$ cat config.mk
export PLATFORM = sky130hd
export DESIGN_NAME = chunk_bitmap_witness_encoder_core
export DESIGN_NICKNAME = d
export VERILOG_FILES = /design/src/chbw_pkg.sv /design/src/chbw_front.sv /design/src/chbw_engine.sv /design/src/chbw_rsp_fifo.sv /design/src/chunk_bitmap_witness_encoder_core.sv
export SDC_FILE = /design/constraint.sdc
export NUM_CORES = 2
export LEC_CHECK = 0
export ABC_AREA = 0
export BUFFER_PORTS_ARGS = -buffer_cell sky130_fd_sc_hd__buf_2
export CAP_MARGIN = 20
export CELL_PAD_IN_SITES_DETAIL_PLACEMENT = 1
export CELL_PAD_IN_SITES_GLOBAL_PLACEMENT = 2
export CORE_MARGIN = 2
export CORE_UTILIZATION = 47
export CTS_CLUSTER_DIAMETER = 60
export DETAILED_ROUTE_END_ITERATION = 10
export PLACE_DENSITY_LB_ADDON = 0.3
export SLEW_MARGIN = 10
export SYNTH_ARGS = -nofsm -noshare
export SYNTH_HDL_FRONTEND = slang
export SYNTH_SLANG_ARGS = --single-unit
export TNS_END_PERCENT = 1
$ cat constraint.sdc
create_clock -name clock -period 12.3 [get_ports clock]
set_input_delay 1.23 -clock clock [delete_from_list [all_inputs] [get_ports clock]]
set_output_delay 1.23 -clock clock [all_outputs]
set_load 0.01 [all_outputs]
$ cat src/chbw_pkg.sv
package chbw_pkg;

   // Largest bitmap the block is built for, in chunks.
   localparam int MAX_CHUNKS_DEFAULT = 2048;

   // Fixed field widths.
   localparam int CHUNK_W = 12;
   localparam int LOAD_W = 9;
   localparam int RUNS_W = 11;
   localparam int LEN_W = 9;
   localparam int RANGE_COUNT_W = 16;
   localparam int BYTES_W = 4;
   localparam int CSR_ADDR_W = 3;
   localparam int CSR_DATA_W = 32;

   // Register offsets on the configuration port.
   localparam logic [CSR_ADDR_W-1:0] CSR_CHUNK_COUNT = 3'd0;

   // Depth of the result queue.
   localparam int RSP_DEPTH = 4;

   typedef enum logic [1:0] {
      ENC_ALL_PRESENT = 2'd0,
      ENC_ALL_ABSENT  = 2'd1,
      ENC_RANGES      = 2'd2,
      ENC_RAW         = 2'd3
   } enc_type;

   typedef enum logic {
      KIND_HEADER = 1'b0,
      KIND_BODY   = 1'b1
   } kind_type;

   typedef enum logic [3:0] {
      ST_IDLE,
      ST_SCAN_RD,
      ST_SCAN_ACC,
      ST_DECIDE,
      ST_HDR,
      ST_RNG_CNT,
      ST_RNG_RD,
      ST_RNG_WALK,
      ST_RNG_END,
      ST_RAW_RD,
      ST_RAW_ACC,
      ST_DONE
   } engine_state_type;

   // A finished bitmap handed from the front to the engine.
   typedef struct packed {
      logic               valid;
      logic [CHUNK_W-1:0] n;
      logic [LOAD_W-1:0]  loaded;
   } job_type;

   // Store write from the front.
   typedef struct packed {
      logic              en;
      logic [LOAD_W-1:0] addr;
      logic [7:0]        data;
   } store_wr_type;

   // One result item.
   typedef struct packed {
      kind_type           item_kind;
      enc_type            encoding;
      logic [CHUNK_W-1:0] received_total;
      logic [LEN_W-1:0]   body_length;
      logic [63:0]        word_data;
      logic [BYTES_W-1:0] word_bytes;
      logic               final_item;
   } rsp_item_type;

endpackage

$ cat src/chbw_front.sv
module chbw_front #(
   parameter int MAX_CHUNKS = chbw_pkg::MAX_CHUNKS_DEFAULT
) (
   input  logic                               clock,
   input  logic                               reset,
   input  logic                               push,
   output logic                               full,
   input  logic [7:0]                         req_byte_value,
   input  logic                               req_last_byte,
   input  logic                               psel,
   input  logic                               penable,
   input  logic                               pwrite,
   input  logic [chbw_pkg::CSR_ADDR_W-1:0]    paddr,
   input  logic [chbw_pkg::CSR_DATA_W-1:0]    pwdata,
   output logic [chbw_pkg::CSR_DATA_W-1:0]    prdata,
   output logic                               pready,
   output chbw_pkg::job_type                  job,
   input  logic                               job_done,
   output chbw_pkg::store_wr_type             store_wr
);
   import chbw_pkg::*;

   localparam int STORE_BYTES = (MAX_CHUNKS + 7) / 8;

   logic [CHUNK_W-1:0] chunk_count_ff, chunk_count_in;
   logic [LOAD_W-1:0]  loaded_ff, loaded_in;
   job_type            job_ff, job_in;
   logic               accept;
   logic               room;
   logic [CHUNK_W-1:0] n_clamped;

   assign pready = 1'b1;
   assign prdata = CSR_DATA_W'(chunk_count_ff);
   assign full = job_ff.valid;
   assign accept = push && !job_ff.valid;
   assign room = loaded_ff < LOAD_W'(STORE_BYTES);
   assign n_clamped = (chunk_count_ff > CHUNK_W'(MAX_CHUNKS)) ?
                      CHUNK_W'(MAX_CHUNKS) : chunk_count_ff;

   // Configuration register write.
   always_comb begin
      chunk_count_in = chunk_count_ff;
      if (psel && penable && pwrite && paddr == CSR_CHUNK_COUNT) begin
         chunk_count_in = pwdata[CHUNK_W-1:0];
      end
   end

   // Byte store write; bytes past the store are dropped.
   always_comb begin
      store_wr.en = accept && room;
      store_wr.addr = loaded_ff;
      store_wr.data = req_byte_value;
   end

   // Load count and hand-off of the finished bitmap.
   always_comb begin
      loaded_in = loaded_ff;
      job_in = job_ff;
      if (job_done) begin
         job_in.valid = 1'b0;
      end
      if (accept) begin
         if (room) begin
            loaded_in = loaded_ff + LOAD_W'(1);
         end
         if (req_last_byte) begin
            job_in.valid = 1'b1;
            job_in.n = n_clamped;
            job_in.loaded = room ? loaded_ff + LOAD_W'(1) : loaded_ff;
            loaded_in = '0;
         end
      end
   end

   assign job = job_ff;

   always_ff @(posedge clock) begin
      if (reset) begin
         chunk_count_ff <= '0;
         loaded_ff <= '0;
         job_ff <= '0;
      end else begin
         chunk_count_ff <= chunk_count_in;
         loaded_ff <= loaded_in;
         job_ff <= job_in;
      end
   end

endmodule

$ cat src/chbw_engine.sv
module chbw_engine #(
   parameter int MAX_CHUNKS = chbw_pkg::MAX_CHUNKS_DEFAULT
) (
   input  logic                   clock,
   input  logic                   reset,
   input  chbw_pkg::store_wr_type store_wr,
   input  chbw_pkg::job_type      job,
   output logic                   job_done,
   output logic                   item_push,
   output chbw_pkg::rsp_item_type item,
   input  logic                   item_full
);
   import chbw_pkg::*;

   localparam int STORE_BYTES = (MAX_CHUNKS + 7) / 8;
   localparam int ADDR_W = (STORE_BYTES > 1) ? $clog2(STORE_BYTES) : 1;

   // Bitmap store.
   logic [7:0] store_mem [0:STORE_BYTES-1];
   logic [7:0] rdata_ff;

   engine_state_type   state_ff, state_in;
   logic [LOAD_W-1:0]  idx_ff, idx_in;
   logic [2:0]         pos_ff, pos_in;
   logic               in_run_ff, in_run_in;
   logic [CHUNK_W-1:0] start_ff, start_in;
   logic [CHUNK_W-1:0] present_ff, present_in;
   logic [RUNS_W-1:0]  runs_ff, runs_in;
   logic               prev_ff, prev_in;
   enc_type            enc_ff, enc_in;
   logic [LEN_W-1:0]   body_len_ff, body_len_in;
   logic [RUNS_W-1:0]  rng_cnt_ff, rng_cnt_in;
   logic [63:0]        word_ff, word_in;
   logic [2:0]         lane_ff, lane_in;
   logic [CHUNK_W-1:0] n_ff, n_in;
   logic [LOAD_W-1:0]  loaded_ff, loaded_in;
   logic [LOAD_W-1:0]  nbytes_ff, nbytes_in;

   logic [CHUNK_W-1:0] rem;
   logic [7:0]         in_mask;
   logic [7:0]         data_m;
   logic [7:0]         abs_v;
   logic [7:0]         starts;
   logic [7:0]         cand;
   logic               found;
   logic [2:0]         hit;
   logic [CHUNK_W-1:0] bit_pos;
   logic               last_idx;
   logic [14:0]        range_len;
   logic [63:0]        raw_word;
   logic               raw_flush;
   logic [LOAD_W-1:0]  job_nbytes;

   always_ff @(posedge clock) begin
      if (store_wr.en) begin
         store_mem[store_wr.addr[ADDR_W-1:0]] <= store_wr.data;
      end
      rdata_ff <= store_mem[idx_ff[ADDR_W-1:0]];
   end

   // Current byte, cleared where it was never loaded and masked to the chunk count.
   assign rem = n_ff - {idx_ff, 3'b000};
   assign in_mask = (rem >= CHUNK_W'(8)) ? 8'hFF : 8'((9'd1 << rem[2:0]) - 9'd1);
   assign data_m = ((idx_ff < loaded_ff) ? rdata_ff : 8'h00) & in_mask;
   assign abs_v = ~data_m & in_mask;
   assign starts = abs_v & ~{abs_v[6:0], prev_ff};
   assign last_idx = (idx_ff + LOAD_W'(1)) == nbytes_ff;
   assign job_nbytes = LOAD_W'((13'(job.n) + 13'd7) >> 3);

   // Next boundary in the current byte at or above the bit cursor.
   assign cand = (in_run_ff ? ~abs_v : abs_v) & (8'hFF << pos_ff);
   always_comb begin
      found = 1'b0;
      hit = '0;
      for (int j = 7; j >= 0; j--) begin
         if (cand[j]) begin
            found = 1'b1;
            hit = 3'(j);
         end
      end
   end
   assign bit_pos = {idx_ff, hit};

   assign range_len = 15'd8 + 15'({runs_ff, 3'b000});
   assign raw_word = ((lane_ff == 3'd0) ? 64'd0 : word_ff) |
                     (64'(data_m) << {lane_ff, 3'b000});
   assign raw_flush = (lane_ff == 3'd7) || last_idx;

   // Next state.
   always_comb begin
      state_in = state_ff;
      unique case (state_ff)
         ST_IDLE: begin
            if (job.valid) begin
               state_in = (job_nbytes == '0) ? ST_DECIDE : ST_SCAN_RD;
            end
         end
         ST_SCAN_RD: state_in = ST_SCAN_ACC;
         ST_SCAN_ACC: state_in = last_idx ? ST_DECIDE : ST_SCAN_RD;
         ST_DECIDE: state_in = ST_HDR;
         ST_HDR: begin
            if (!item_full) begin
               unique case (enc_ff)
                  ENC_RANGES: state_in = ST_RNG_CNT;
                  ENC_RAW: state_in = ST_RAW_RD;
                  default: state_in = ST_DONE;
               endcase
            end
         end
         ST_RNG_CNT: if (!item_full) state_in = ST_RNG_RD;
         ST_RNG_RD: state_in = ST_RNG_WALK;
         ST_RNG_WALK: begin
            if (!found) begin
               state_in = last_idx ? ST_RNG_END : ST_RNG_RD;
            end
         end
         ST_RNG_END: if (!in_run_ff || !item_full) state_in = ST_DONE;
         ST_RAW_RD: state_in = ST_RAW_ACC;
         ST_RAW_ACC: begin
            if (!raw_flush) begin
               state_in = ST_RAW_RD;
            end else if (!item_full) begin
               state_in = last_idx ? ST_DONE : ST_RAW_RD;
            end
         end
         ST_DONE: state_in = ST_IDLE;
         default: state_in = ST_IDLE;
      endcase
   end

   // Outputs and datapath registers.
   always_comb begin
      idx_in = idx_ff;
      pos_in = pos_ff;
      in_run_in = in_run_ff;
      start_in = start_ff;
      present_in = present_ff;
      runs_in = runs_ff;
      prev_in = prev_ff;
      enc_in = enc_ff;
      body_len_in = body_len_ff;
      rng_cnt_in = rng_cnt_ff;
      word_in = word_ff;
      lane_in = lane_ff;
      n_in = n_ff;
      loaded_in = loaded_ff;
      nbytes_in = nbytes_ff;
      job_done = 1'b0;
      item_push = 1'b0;
      item.item_kind = KIND_BODY;
      item.encoding = enc_ff;
      item.received_total = present_ff;
      item.body_length = body_len_ff;
      item.word_data = 64'd0;
      item.word_bytes = BYTES_W'(8);
      item.final_item = 1'b0;
      unique case (state_ff)
         ST_IDLE: begin
            n_in = job.n;
            loaded_in = job.loaded;
            nbytes_in = job_nbytes;
            idx_in = '0;
            present_in = '0;
            runs_in = '0;
            prev_in = 1'b0;
         end
         ST_SCAN_ACC: begin
            present_in = present_ff + CHUNK_W'($countones(data_m));
            runs_in = runs_ff + RUNS_W'($countones(starts));
            prev_in = abs_v[7];
            idx_in = idx_ff + LOAD_W'(1);
         end
         ST_DECIDE: begin
            body_len_in = '0;
            if (present_ff == n_ff) begin
               enc_in = ENC_ALL_PRESENT;
            end else if (present_ff == '0) begin
               enc_in = ENC_ALL_ABSENT;
            end else if (range_len < 15'(nbytes_ff)) begin
               enc_in = ENC_RANGES;
               body_len_in = LEN_W'(range_len);
            end else begin
               enc_in = ENC_RAW;
               body_len_in = LEN_W'(nbytes_ff);
            end
         end
         ST_HDR: begin
            item_push = !item_full;
            item.item_kind = KIND_HEADER;
            item.word_bytes = '0;
            item.final_item = (enc_ff == ENC_ALL_PRESENT) || (enc_ff == ENC_ALL_ABSENT);
            idx_in = '0;
            lane_in = '0;
            pos_in = '0;
            in_run_in = 1'b0;
            rng_cnt_in = '0;
         end
         ST_RNG_CNT: begin
            item_push = !item_full;
            item.word_data = 64'(RANGE_COUNT_W'(runs_ff));
         end
         ST_RNG_WALK: begin
            if (found) begin
               if (in_run_ff) begin
                  item.word_data = {32'(bit_pos - start_ff), 32'(start_ff)};
                  item.final_item = (rng_cnt_ff + RUNS_W'(1)) == runs_ff;
                  if (!item_full) begin
                     item_push = 1'b1;
                     rng_cnt_in = rng_cnt_ff + RUNS_W'(1);
                     in_run_in = 1'b0;
                     pos_in = hit;
                  end
               end else begin
                  start_in = bit_pos;
                  in_run_in = 1'b1;
                  pos_in = hit;
               end
            end else if (!last_idx) begin
               idx_in = idx_ff + LOAD_W'(1);
               pos_in = '0;
            end
         end
         ST_RNG_END: begin
            item.word_data = {32'(n_ff - start_ff), 32'(start_ff)};
            item.final_item = 1'b1;
            item_push = in_run_ff && !item_full;
         end
         ST_RAW_ACC: begin
            item.word_data = raw_word;
            item.word_bytes = BYTES_W'(lane_ff) + BYTES_W'(1);
            item.final_item = last_idx;
            if (!raw_flush) begin
               word_in = raw_word;
               lane_in = lane_ff + 3'd1;
               idx_in = idx_ff + LOAD_W'(1);
            end else if (!item_full) begin
               item_push = 1'b1;
               lane_in = '0;
               idx_in = idx_ff + LOAD_W'(1);
            end
         end
         ST_DONE: job_done = 1'b1;
         default: begin
         end
      endcase
   end

   always_ff @(posedge clock) begin
      if (reset) begin
         state_ff <= ST_IDLE;
      end else begin
         state_ff <= state_in;
      end
      idx_ff <= idx_in;
      pos_ff <= pos_in;
      in_run_ff <= in_run_in;
      start_ff <= start_in;
      present_ff <= present_in;
      runs_ff <= runs_in;
      prev_ff <= prev_in;
      enc_ff <= enc_in;
      body_len_ff <= body_len_in;
      rng_cnt_ff <= rng_cnt_in;
      word_ff <= word_in;
      lane_ff <= lane_in;
      n_ff <= n_in;
      loaded_ff <= loaded_in;
      nbytes_ff <= nbytes_in;
   end

endmodule

$ cat src/chbw_rsp_fifo.sv
module chbw_rsp_fifo (
   input  logic                   clock,
   input  logic                   reset,
   input  logic                   wr_en,
   input  chbw_pkg::rsp_item_type wr_item,
   output logic                   wr_full,
   input  logic                   pop,
   output logic                   empty,
   output chbw_pkg::rsp_item_type rd_item
);
   import chbw_pkg::*;

   localparam int PTR_W = $clog2(RSP_DEPTH);

   rsp_item_type       slot_ff [RSP_DEPTH];
   logic [PTR_W-1:0]   wr_ptr_ff, wr_ptr_in;
   logic [PTR_W-1:0]   rd_ptr_ff, rd_ptr_in;
   logic [PTR_W:0]     count_ff, count_in;
   logic               do_wr;
   logic               do_rd;

   assign wr_full = count_ff == (PTR_W+1)'(RSP_DEPTH);
   assign empty = count_ff == '0;
   assign rd_item = slot_ff[rd_ptr_ff];
   assign do_wr = wr_en && !wr_full;
   assign do_rd = pop && !empty;

   // Pointer and fill count update.
   always_comb begin
      wr_ptr_in = do_wr ? wr_ptr_ff + PTR_W'(1) : wr_ptr_ff;
      rd_ptr_in = do_rd ? rd_ptr_ff + PTR_W'(1) : rd_ptr_ff;
      count_in = count_ff + (PTR_W+1)'(do_wr) - (PTR_W+1)'(do_rd);
   end

   always_ff @(posedge clock) begin
      if (reset) begin
         wr_ptr_ff <= '0;
         rd_ptr_ff <= '0;
         count_ff <= '0;
      end else begin
         wr_ptr_ff <= wr_ptr_in;
         rd_ptr_ff <= rd_ptr_in;
         count_ff <= count_in;
      end
      if (do_wr) begin
         slot_ff[wr_ptr_ff] <= wr_item;
      end
   end

endmodule

$ cat src/chunk_bitmap_witness_encoder_core.sv
// Chunk bitmap witness encoder.
// Requests carry one bitmap byte each (bit k of byte b is chunk 8*b+k) and
// are taken on push while full is low. The byte flagged req_last_byte closes
// the bitmap; full then stays high until its results have all been queued.
// The register chunk_count sits at address 0 of the APB-style port.
// Results come out of a four-deep queue: the oldest is on the rsp_ ports while
// empty is low and leaves on pop. Each bitmap yields one header and then up to
// 32 body words, the last flagged by rsp_final_item.
// Bytes load at one per cycle while full is low. After the last byte the
// engine scans the stored bitmap, each byte by a registered store read and
// then an accumulate step, then decides the encoding and sends the header.
// The raw body reads and accumulates each byte the same way; the range body
// reads each byte and then walks its run edges one at a time.
// A stalled receiver fills the result queue and the engine waits on it.
// Reset empties the queues, clears chunk_count and the load count; the byte
// store itself is not cleared, since bytes past the load count are taken as zero.
module chunk_bitmap_witness_encoder_core #(
   parameter int MAX_CHUNKS = chbw_pkg::MAX_CHUNKS_DEFAULT
) (
   input  logic                            clock,
   input  logic                            reset,
   input  logic                            push,
   output logic                            full,
   input  logic [7:0]                      req_byte_value,
   input  logic                            req_last_byte,
   output logic                            empty,
   input  logic                            pop,
   output logic                            rsp_item_kind,
   output logic [1:0]                      rsp_encoding,
   output logic [11:0]                     rsp_received_total,
   output logic [8:0]                      rsp_body_length,
   output logic [63:0]                     rsp_word_data,
   output logic [3:0]                      rsp_word_bytes,
   output logic                            rsp_final_item,
   input  logic                            psel,
   input  logic                            penable,
   input  logic                            pwrite,
   input  logic [chbw_pkg::CSR_ADDR_W-1:0] paddr,
   input  logic [chbw_pkg::CSR_DATA_W-1:0] pwdata,
   output logic [chbw_pkg::CSR_DATA_W-1:0] prdata,
   output logic                            pready
);
   import chbw_pkg::*;

   job_type      job;
   store_wr_type store_wr;
   logic         job_done;
   logic         item_push;
   logic         item_full;
   rsp_item_type item;
   rsp_item_type head;

   chbw_front #(.MAX_CHUNKS(MAX_CHUNKS)) u_front (
      .clock(clock),
      .reset(reset),
      .push(push),
      .full(full),
      .req_byte_value(req_byte_value),
      .req_last_byte(req_last_byte),
      .psel(psel),
      .penable(penable),
      .pwrite(pwrite),
      .paddr(paddr),
      .pwdata(pwdata),
      .prdata(prdata),
      .pready(pready),
      .job(job),
      .job_done(job_done),
      .store_wr(store_wr)
   );

   chbw_engine #(.MAX_CHUNKS(MAX_CHUNKS)) u_engine (
      .clock(clock),
      .reset(reset),
      .store_wr(store_wr),
      .job(job),
      .job_done(job_done),
      .item_push(item_push),
      .item(item),
      .item_full(item_full)
   );

   chbw_rsp_fifo u_rsp_fifo (
      .clock(clock),
      .reset(reset),
      .wr_en(item_push),
      .wr_item(item),
      .wr_full(item_full),
      .pop(pop),
      .empty(empty),
      .rd_item(head)
   );

   // Result fields.
   assign rsp_item_kind = head.item_kind;
   assign rsp_encoding = head.encoding;
   assign rsp_received_total = head.received_total;
   assign rsp_body_length = head.body_length;
   assign rsp_word_data = head.word_data;
   assign rsp_word_bytes = head.word_bytes;
   assign rsp_final_item = head.final_item;

endmodule
* Word level (Yosys, flattened, before mapping)
Memories as Yosys holds them, arrays and structs flattened. A register that Yosys moved wholly into a read port is not among the register bits.
Cells that the tools add are included.
** Operators by class
- Add/subtract/negate cells :: 31
- Order comparisons :: 5
- Eq/ne operators :: 31
- Shift operators :: 3
- Muxes and demuxes :: 86
- Bitwise logic cells :: 10
- Reductions and logical operators :: 38
** Operator list (number)
- 64-bit case mux with 4 select lines :: 1
- 64-bit 2-to-1 mux :: 3
- 64-bit OR :: 1
- 8-bit by 6-bit left shift with 64-bit output :: 1
- 9-bit 2-to-1 mux :: 7
- 12-bit adder :: 4
- 11-bit adder :: 4
- 22-bit 2-to-1 mux :: 2
- 11-bit case mux with 2 select lines :: 2
- 4-bit case mux with 11 select lines :: 1
- 3-bit 2-to-1 mux :: 14
- 9-bit case mux with 4 select lines :: 1
- 11-bit 2-to-1 mux :: 3
- 8-bit AND :: 4
- 4-bit 2-to-1 mux :: 8
- 1-bit 2-to-1 mux :: 26
- 12-bit by 12-bit subtractor with 13-bit output :: 2
- 8-bit 2-to-1 mux :: 3
- 8-bit NOT :: 3
- 12-bit case mux with 2 select lines :: 1
- 9-bit by 1-bit adder with 9-bit output (second input constant) :: 2
- 1-bit by 1-bit adder with 2-bit output :: 8
- 4-bit by 3-bit == test with 1-bit output (second input constant) :: 4
- 4-bit == test (second input constant) :: 4
- 52 further kinds :: 95
** Word-level totals
- Flip-flop bits (word level) :: 222
- Bits in writable memories :: 2420
- Input bits :: 51
- Word-level logic and storage cells :: 231
- Memories kept :: 2
** Memories
- u_engine.store_mem :: words 256, bits a word 8, rd ports 1, clocked after memory_dff 1, wr ports 1, RTL line chbw_engine.sv:19 : logic [7:0] store_mem [0:STORE_BYTES-1];
- u_rsp_fifo.slot_ff :: words 4, bits a word 93, rd ports 1, clocked after memory_dff 1, wr ports 1, RTL line chbw_rsp_fifo.sv:15 : rsp_item_type slot_ff [RSP_DEPTH];

* Logic depth before layout (Yosys ltp)
- Depth after elaboration :: 23
- Gate-level depth with buffers :: 30
- Depth with buffers taken out :: 28

* Hierarchy
A second synthesis with hierarchy kept.
** Second synthesis, totals
- Cells, all modules :: 5115
- Area total of the unflattened synthesis :: 106264.4 um2
** By module, submodules not included
- chbw_engine :: instances 1, cells an instance 4372, area an instance 90463.0 um2, sequential area each 66784.1 um2
- chbw_rsp_fifo :: instances 1, cells an instance 536, area an instance 13880.8 um2, sequential area each 11350.9 um2
- chbw_front :: instances 1, cells an instance 207, area an instance 1920.6 um2, sequential area each 860.8 um2

* Worst setup path after synthesis
OpenSTA, ideal clock, no wires.
- Path kind :: reg2reg
- Start point :: register u_engine.idx_ff[2]
- End point :: memory u_rsp_fifo.slot_ff[0][0] (netlist bit), enable pin
- Setup time :: 0.463 ns
- Arrival :: 6.492 ns
- Data required time :: 11.837 ns
- Setup slack :: 5.346 ns
- Stages on the path, launching flop included :: 16
- Buffers on the path :: 2
- Cell sequence :: edfxtp_1 clkinv_1 clkbuf_1 clkbuf_1 ha_1 a21o_1 a21oi_1 o22ai_1 or3_4 nor3_2 a21oi_1 xnor2_1 o221ai_2 o2111ai_1 nand2_1 and2_1
** Between the ends
- Cells in the longest elaborated chain, start to end :: 22
- Elaborated cells between the ends (all ways) :: 28
- Those cells by class :: 2 x add/sub; 2 x order compare; 1 x eq/ne; 16 x mux; 5 x bitwise; 2 x reduce/logical
** Ends and longest elaborated chain
- start, declared :: RTL line chbw_engine.sv:23 : logic [LOAD_W-1:0] idx_ff, idx_in;
- start signal, assigned :: RTL line chbw_engine.sv:254 : idx_ff <= idx_in;
- 12-bit subtractor :: RTL line chbw_engine.sv:62 : assign rem = n_ff - {idx_ff, 3'b000};
- 12-bit by 4-bit greater-or-equal comparator with 1-bit output :: RTL line chbw_engine.sv:63 : assign in_mask = (rem >= CHUNK_W'(8)) ? 8'hFF : 8'((9'd1 << rem[2:0]) - 9'd1);
- 8-bit 2-to-1 mux :: RTL line chbw_engine.sv:63
- 8-bit AND :: RTL line chbw_engine.sv:64 : assign data_m = ((idx_ff < loaded_ff) ? rdata_ff : 8'h00) & in_mask;
- 8-bit NOT :: RTL line chbw_engine.sv:65 : assign abs_v = ~data_m & in_mask;
- 8-bit AND :: RTL line chbw_engine.sv:65
- 8-bit NOT :: RTL line chbw_engine.sv:71 : assign cand = (in_run_ff ? ~abs_v : abs_v) & (8'hFF << pos_ff);
- 8-bit 2-to-1 mux :: RTL line chbw_engine.sv:71
- 8-bit AND :: RTL line chbw_engine.sv:71
- 1-bit 2-to-1 mux (8 in a row) :: RTL line chbw_engine.sv:76 : if (cand[j]) begin
- 1-bit 2-to-1 mux :: RTL line chbw_engine.sv:203 : if (found) begin
- 1-bit case mux with 4 select lines (*) :: RTL line chbw_engine.sv:157 : unique case (state_ff)
- 1-bit logical AND (*) :: RTL line chbw_rsp_fifo.sv:25 : assign do_wr = wr_en && !wr_full;
- named net u_rsp_fifo.do_wr :: RTL line chbw_rsp_fifo.sv:19 : logic do_wr;
- 1-bit 2-to-1 mux (*) :: RTL line chbw_rsp_fifo.sv:45 : if (do_wr) begin
- 1-bit 2-to-1 mux (implied by the code) (*) :: RTL line chbw_rsp_fifo.sv:46 : slot_ff[wr_ptr_ff] <= wr_item;
- end, declared :: RTL line chbw_rsp_fifo.sv:15
The timed path passes the listed nets; every way through them passes the cells marked *.

==> flow_summary.toml <==
[outcome]
status = "complete, no violations"

[cts]
clk_pin_slew_ps = 60
postCtsSetupBuffers = 0
clkSinkCount = 2652
cts_buffer_depth = 4
cts_tree = "built"
clock_latency_ps = 930
cts_hold_buf = 0
htreeDepth = 5
numCtsBuffers = 292
postCtsResizedCells = 0
cts_root_buf = "clkbuf_16"

[pwr]
p_sw_mw = 8.49
leakagePower_nw = 37.6
p_per_area_mw_per_mm2 = 230
p_seq_frac = 0.393
clkPwrFrac = 0.299
max-vdd-ir-drop_mv = 0.212
finalPower_mw = 27.4
switching_share = 0.309
p_int_mw = 19.0
power.share.combinational = 0.308

[critical_path]
slowest_delay_ps = 640
crit_required_ps = 12880
critical_path.startpoint_type = "flip-flop"
cp-end-kind = "flip-flop"
cp.arrival_ps = 8770
criticalPathCategory = "reg -> reg"
path_common_cell = "a21oi_1"
slowest_stage = "edfxtp_1"
cp_max_fo = 59

[grt]
grt-ovfl-total = 0
grt_pass1_wl_um = 375000
grt_pass1_vias = 54200
track_usage = 0.222
grt_max_degree = 163
antenna_found_initial = 8

[synth]
ys_seq_area_frac = 0.743
yosys_warnings = 0
synth_edf_count = 2588
synth-async-reset-ratio = 0
ys_ff_latch = 2652
netlist_top_cells_count = "edfxtp_1 (2588), mux4_2 (773), nor2_1 (412), clkbuf_1 (190), nand2_1 (160)"
synth.distinct_cells = 87
synth_area_leaders = "edfxtp_1 (73%), mux4_2 (16%), nor2_1 (1.5%), dfxtp_1 (1.2%), ha_1 (0.93%)"
yosys.area.top_type = "edfxtp_1"
ys.flop_type = "edfxtp_1"
avgSynthCellArea_um2 = 20.5
syn_inst = 5184
synth.most_common_cell = "edfxtp_1"
syn_area_mm2 = 0.106
synth_top_area_share = 0.731

[routing]
via_per_inst = 5.94
wl_per_cell_um = 29.4
first_iter_violations = 5018
drtPass1Iterations = 7
drt_wl_total_um = 254000
drcViolationCount = 0
ant_nets = 0
num_vias = 51200

[finish]
nFillCells = 19700
multi_input_comb_area_mm2 = 0.0258
final_layout_size_suffix_gt1_frac = 0.252
fin_cells = 8624
regArea_mm2 = 0.0790
area_delta_synth_final_pct = 12.3
nets = 5573

[sta]
finalMaxSlewViolations = 0
relSlewSlack = 0.235
hold_viol_final = 0
setup_viol = 0
fmax_ghz = 0.122
skew_ps = 74.1
rsz0062_at_grt = "no"
min_period_ps = 8190
period_share = 0.666
fin_tns_setup_ps = 0
worst_slew_pin_slew_ps = 1150

[floorplan]
die_height_um = 480
die_w_um = 480
die_area_mm2 = 0.230
core-area_mm2 = 0.225
start_util = 0.473
pin_count = 179
num_rows = 174

[hold_path]
hp-class = "reg -> reg"

[placed_design]
numPortBuffers = 137
place.gp.congestion = 0.796
dp_cells = 8118
dp_hpwl_um = 157000

[flow_run]
drv_cap = 0
[final cells by class]
cell class | count | area share
diodes | 6 | 0.000126
clock buffers | 368 | 0.0649
clock inverters | 125 | 0.00917
inverters | 108 | 0.00346
multi-input cells | 2148 | 0.216
flip-flops and latches | 2652 | 0.662
well taps | 2992 | 0.0314
repair buffers | 225 | 0.0128
[stage by stage]
step,area [um^2],setup slack [ps],hold WS [ps],utilization
global route,119000,3610,443,0.530
CTS,119000,4050,437,0.530
floorplan,106000,5350,408,-
global placement,110000,4210,413,0.491
finish,119000,4110,432,0.531
detailed placement,110000,4100,423,0.491
[path summary, 6_finish.rpt]
kind / slack, ps / to / startpoint / depth (start not counted)
max: 4110 / u_rsp_fifo.slot_ff[2][56] / u_engine.idx_ff[2] / 26
min: 430 / u_engine.loaded_ff[8] / u_front.job[8] / 0
max reg2reg: 4110 / u_rsp_fifo.slot_ff[2][56] / u_engine.idx_ff[2] / 26
min reg2reg: 430 / u_engine.loaded_ff[8] / u_front.job[8] / 0
[power groups by stage]
stage / Combinational (mW) / Sequential, mW / Clock, mW
floorplan: 5.78 / 10.8 / 0
finish: 8.46 / 10.8 / 8.21
global placement: 8.48 / 11.0 / 0
global route: 9.06 / 10.8 / 8.68
CTS: 8.60 / 10.8 / 8.36
detailed placement: 8.56 / 11.0 / 0
[placed cells by master (no fill, tap or decap), types with 13 or more instances in the layout]
cell and n:
nand3_1 32, nor3_1 33, inv_1 104, mux2i_1 13
nor4_1 16, a22oi_1 13, ha_1 79, buf_4 79
nor2_1 411, a22o_1 30, and3_1 26, fa_1 16
clkbuf_16 297, conb_1 21, clkinv_2 37, xor2_1 39
dfxtp_1 62, a21o_1 17, and2_1 42, buf_2 129
nor2b_1 30, clkbuf_1 67, o21ai_0 78, xnor2_1 68
nand2_1 160, a21oi_1 78, edfxtp_1 2588, nand4_1 15
mux4_2 773, bufinv_16 16, clkinv_1 50
[state kept, by name, indices dropped and copies added, names as in the netlist, 11 cells and up, named ones only]
signal,count
u_engine.store_mem,2048
u_rsp_fifo.slot_ff,372
u_engine.word_ff,64
u_front.job,21
u_engine.n_ff,12
u_engine.present_ff,12
u_engine.start_ff,12
u_front.chunk_count_ff,12
u_engine.rng_cnt_ff,11
u_engine.runs_ff,11
[critical path: cells and delay by family (launching register included)]
family | cells | cell delay [ps]
AND/OR/NAND/NOR | 4 | 990
adder cells (fa/ha/maj) | 3 | 1070
XOR/XNOR | 1 | 310
flip-flops | 1 | 640
buffers and inverters | 2 | 660
AO/OA/AOI/OAI | 16 | 4150
[cell families (layout without fill, tap and decap cells)]
family,after synthesis,in the layout,share of synthesized area
other,2,27,0.0000707
AOI/OAI and AO/OA,314,314,0.0200
adders and majority gates,95,95,0.0123
and+or+nand+nor,821,821,0.0345
DFF,2652,2652,0.743
muxes,788,788,0.165
buffers and inverters,403,826,0.0152
xor gates and xnor gates,109,109,0.00924
[layer usage]
metal,up-vias,global-route usage,share of wire
met5,-,0,0.000043
met4,2,0.0644,0.027
met3,379,0.0355,0.054
met2,1539,0.364,0.50
met1,27600,0.310,0.42
li1,21700,-,-
No activity file was read; power rests on OpenSTA's default activity.
